[src/design/hcbp_ram.sv]
// Generic single-port-write, single-port-read RAM with a registered read.
// No dependencies.
`default_nettype none

module hcbp_ram #(
   parameter int WIDTH = 8,
   parameter int DEPTH = 256
) (
   input  wire logic                     clock,
   input  wire logic                     wr_en,
   input  wire logic [$clog2(DEPTH)-1:0] wr_addr,
   input  wire logic [WIDTH-1:0]         wr_data,
   input  wire logic                     rd_en,
   input  wire logic [$clog2(DEPTH)-1:0] rd_addr,
   output logic      [WIDTH-1:0]         rd_data
);

   logic [WIDTH-1:0] mem_ff [DEPTH];
   logic [WIDTH-1:0] rd_data_ff;

   // Write port and registered read port.
   always_ff @(posedge clock) begin
      if (wr_en) begin
         mem_ff[wr_addr] <= wr_data;
      end
      if (rd_en) begin
         rd_data_ff <= mem_ff[rd_addr];
      end
   end

   assign rd_data = rd_data_ff;

endmodule

`default_nettype wire

[config.mk]
export PLATFORM = sky130hd
export DESIGN_NAME = hcbp_ram
export DESIGN_NICKNAME = d
export VERILOG_FILES = /design/src/design/hcbp_ram.sv
export SDC_FILE = /design/constraint.sdc
export NUM_CORES = 2
export LEC_CHECK = 0
export BUFFER_PORTS_ARGS = -buffer_cell sky130_fd_sc_hd__buf_2
export CAP_MARGIN = 20
export CORE_ASPECT_RATIO = 2
export CORE_MARGIN = 2
export CORE_UTILIZATION = 50
export CTS_CLUSTER_SIZE = 40
export DETAILED_ROUTE_END_ITERATION = 7
export GPL_ROUTABILITY_DRIVEN = 0
export PLACE_DENSITY = 0.68
export SLEW_MARGIN = 20
export SYNTH_ARGS = -nofsm -noshare
export SYNTH_HDL_FRONTEND = slang
export SYNTH_SLANG_ARGS = --single-unit
[constraint.sdc]
create_clock -name clock -period 4.2 [get_ports clock]
set_input_delay 0.84 -clock clock [delete_from_list [all_inputs] [get_ports clock]]
set_output_delay 0.84 -clock clock [all_outputs]
set_load 0.02 [all_outputs]
Word-level counts from Yosys, hierarchy flattened
Memories as Yosys holds them, arrays and structs flattened. A register that Yosys moved wholly into a read port is not among the register bits.
Cells that the tools add are included.

word-level totals
  flip-flop bits (word level) = 0
  RAM bits = 2048
  bits of input ports = 27
  word-level logic and storage cells = 3
  memories kept = 1

operators by class
  mux-type cells = 2

memory list
  name    words  width  read ports  clocked after Yosys merged registers in  wr ports  RTL line  source
  mem_ff  256    8      1           1                                        1         18        logic [WIDTH-1:0] mem_ff [DEPTH];

operator list
  operator          count
  2-to-1 mux 1 bit  2

Longest topological paths before layout
  depth after elaboration = 2
  mapped depth = 11
  depth with buffers taken out = 6

Worst setup path before layout
OpenSTA, ideal clock, no wires.

  path kind = input -> register
  start point = input rd_addr[0]
  end point = register rd_data_ff[2], in the netlist rd_data[2], read port of mem_ff, data pin
  arrival time = 2.647 ns
  required time = 3.931 ns
  setup slack = 1.284 ns
  stages = 9
  path buffers = 4
  cell sequence = buf_6 > buf_12 > buf_8 > buf_2 > mux4_2 > a22oi_1 > a21oi_1 > nor4_1 > nor4_2

RTL lines
  item         RTL line  source
  from (decl)  14        input wire logic [$clog2(DEPTH)-1:0] rd_addr,
  to (decl)    19        logic [WIDTH-1:0] rd_data_ff;

==> flow_summary.yaml <==
run_status:
  outcome: "finished clean"
synth:
  synth-edff-count: 2056
  async_flop_share: 0
  synthDistinctLibCells: 54
  synth.most_common_cell: "edfxtp_1"
  syn-num-nets: 3760
  ys_ff_latch: 2056
  ys_top_cells_by_count: "edfxtp_1, mux4_2, nor2_1, mux2i_1, a22oi_1"
  synth_warnings: 0
  ys_seq_area_frac: 0.775
  syn_area_per_cell_um2: 21.3
  synthTopCellsByArea: "edfxtp_1, mux4_2, mux2i_1"
  synth_flop_cell: "edfxtp_1"
  synth_top_area_cell: "edfxtp_1"
  yosysTopAreaCellShare: 0.775
  synth_area_mm2: 0.0796
  syn_inst: 3733
clock_network:
  htree_levels: 4
  numCtsBuffers: 175
  cts_root_buf: "clkbuf_16"
  cts.repair.resized: 0
  cts_setup_buffers: 0
  path_clk_slew_ps: 70
  cts_tree: "done"
  ctsHoldBuffers: 0
  clkLatencyLatePin_ps: 800
  clkSinkCount: 2056
  cts_max_path_buffers: 3
global_routing:
  first_global_vias: 39600
  grt_overflow: 0
  grt_util_all_layers: 0.241
  grt_max_degree: 121
  antenna_found_initial: 4
  grt_first_pass_wirelength_mm: 283
sta:
  fmax_mhz: 284
  rsz0062_at_grt: "false"
  min_period_ps: 3520
  slew_violations: 0
  setup_viol: 0
  finClkSkew_ps: 25.8
  fin_hold_ws_ps: 459
  finalHoldViolations: 0
  fin_crit_sh: 0.839
  relSlewSlack: 0.253
  worst_slew_pin_slew_ps: 1120
drt:
  drtAntennaViolNets: 0
  wl_per_cell_um: 31.3
  firstDrtPassIters: 6
  vias: 39700
  post-route-drc-count: 0
  routed_wl_mm: 194
  vias_per_cell: 6.38
  drtIter0Drc: 5400
finish:
  nets: 4017
  stdcell_count: 6217
  area_growth_pct: 11.9
  n_fill_cell: 11600
  fin_area_mm2: 0.0891
  drive_gt1_frac: 0.251
die:
  row_count: 207
  initial_core_util: 0.502
  core_mm2: 0.159
  die_y_um: 568
  die_w_um: 286
  num_io_pins: 35
  fp.dieArea_mm2: 0.163
worst_setup_path:
  cp_data_required_time_ps: 4730
  critPathCaptureType: "register"
  critical_path_arrival_ps: 4050
  critical_path_class: "in -> reg"
  startpoint_type: "input port"
  path_max_fanout: 34
place:
  dpl-instance-area_mm2: 0.0836
  dp_cells: 5903
  dp_hpwl_mm: 122
  io_buffers: 34
job:
  cap_viol_max_count: 0
power_and_ir_drop:
  vdd_drop_max_uv: 436
  p_leak_nw: 27.7
  power_mw: 40.6
  cellPowerDensity_mw_per_mm2: 455
worst_hold_path:
  min_path_type: "in -> reg"
[worst max-delay path, stage by stage]
cell and delay (ps):
buf_8 280, buf_12 310, mux4_2 590, mux4_2 560
nor2b_1 200, nor4_1 830, buf_4 260, nor4_2 40
[registers in the layout, indices dropped and copies added (netlist names)]
name,count
rd_data,8
mem_ff,2048
[area by class of cell]
class | instances | area (um2) | share of cell area
antenna | 2 | 5.00 | 0.0000562
clock buffer | 213 | 4710 | 0.0529
clock inverter | 99 | 817 | 0.00917
inverter | 2 | 7.51 | 0.0000842
multi-input combinational | 1442 | 16500 | 0.185
sequential | 2056 | 61700 | 0.693
tap | 2090 | 2620 | 0.0293
timing repair buffer | 313 | 2730 | 0.0306
[final timing paths]
check                                   start    endpoint  slack [ps]  cells past startpoint
worst max-delay path               rd_addr[0]  rd_data[2]         680                      8
worst min-delay path                    rd_en  rd_data[2]         460                      1
worst max register to register  mem_ff[86][2]  rd_data[2]        1160                      6
worst min register to register  mem_ff[40][3]  rd_data[3]        1040                      6
[cell usage in the layout, fill, tap and decap left out, drive strengths merged, types with 14 or more instances in the layout]
cell / netlist / layout
clkbuf: 111 / 221
a21oi: 96 / 96
nand3: 34 / 34
a211oi: 16 / 16
o221ai: 47 / 47
nand2: 33 / 33
mux4: 456 / 456
buf: 122 / 305
mux2i: 134 / 134
a22oi: 133 / 133
nor4: 27 / 27
o22ai: 28 / 28
nor2: 282 / 282
nor2b: 31 / 31
a221oi: 14 / 14
edfxtp: 2056 / 2056
clkinv: 1 / 79
nor3: 22 / 22
[routing by layer]
metal,GRT usage,share of wire
met1,0.341,0.38
met2,0.382,0.49
met3,0.0424,0.091
met4,0.0865,0.037
met5,0,0.000067
[power breakdown]
group / switching, mW / internal (mW) / total [mW] / leakage [nW]
clock: 7.05 / 8.76 / 15.8 / 2.72
sequential: 0.0193 / 22.6 / 22.6 / 18.5
combinational: 1.37 / 0.748 / 2.12 / 6.49
[logic make-up after synthesis]
group           synth area share
compound gates            0.0342
mux                        0.146
simple gates              0.0263
buf+inv                   0.0183
flops                      0.775
[stage by stage]
step	TNS [ps]	setup slack (ps)	utilization
global placement	-924	-473	0.527
CTS	0	685	0.562
floorplan	0	1280	-
finish	0	678	0.562
detailed placement	-173	-173	0.527
global route	0	710	0.562
Note: power is estimated with default switching activity, not from simulation.
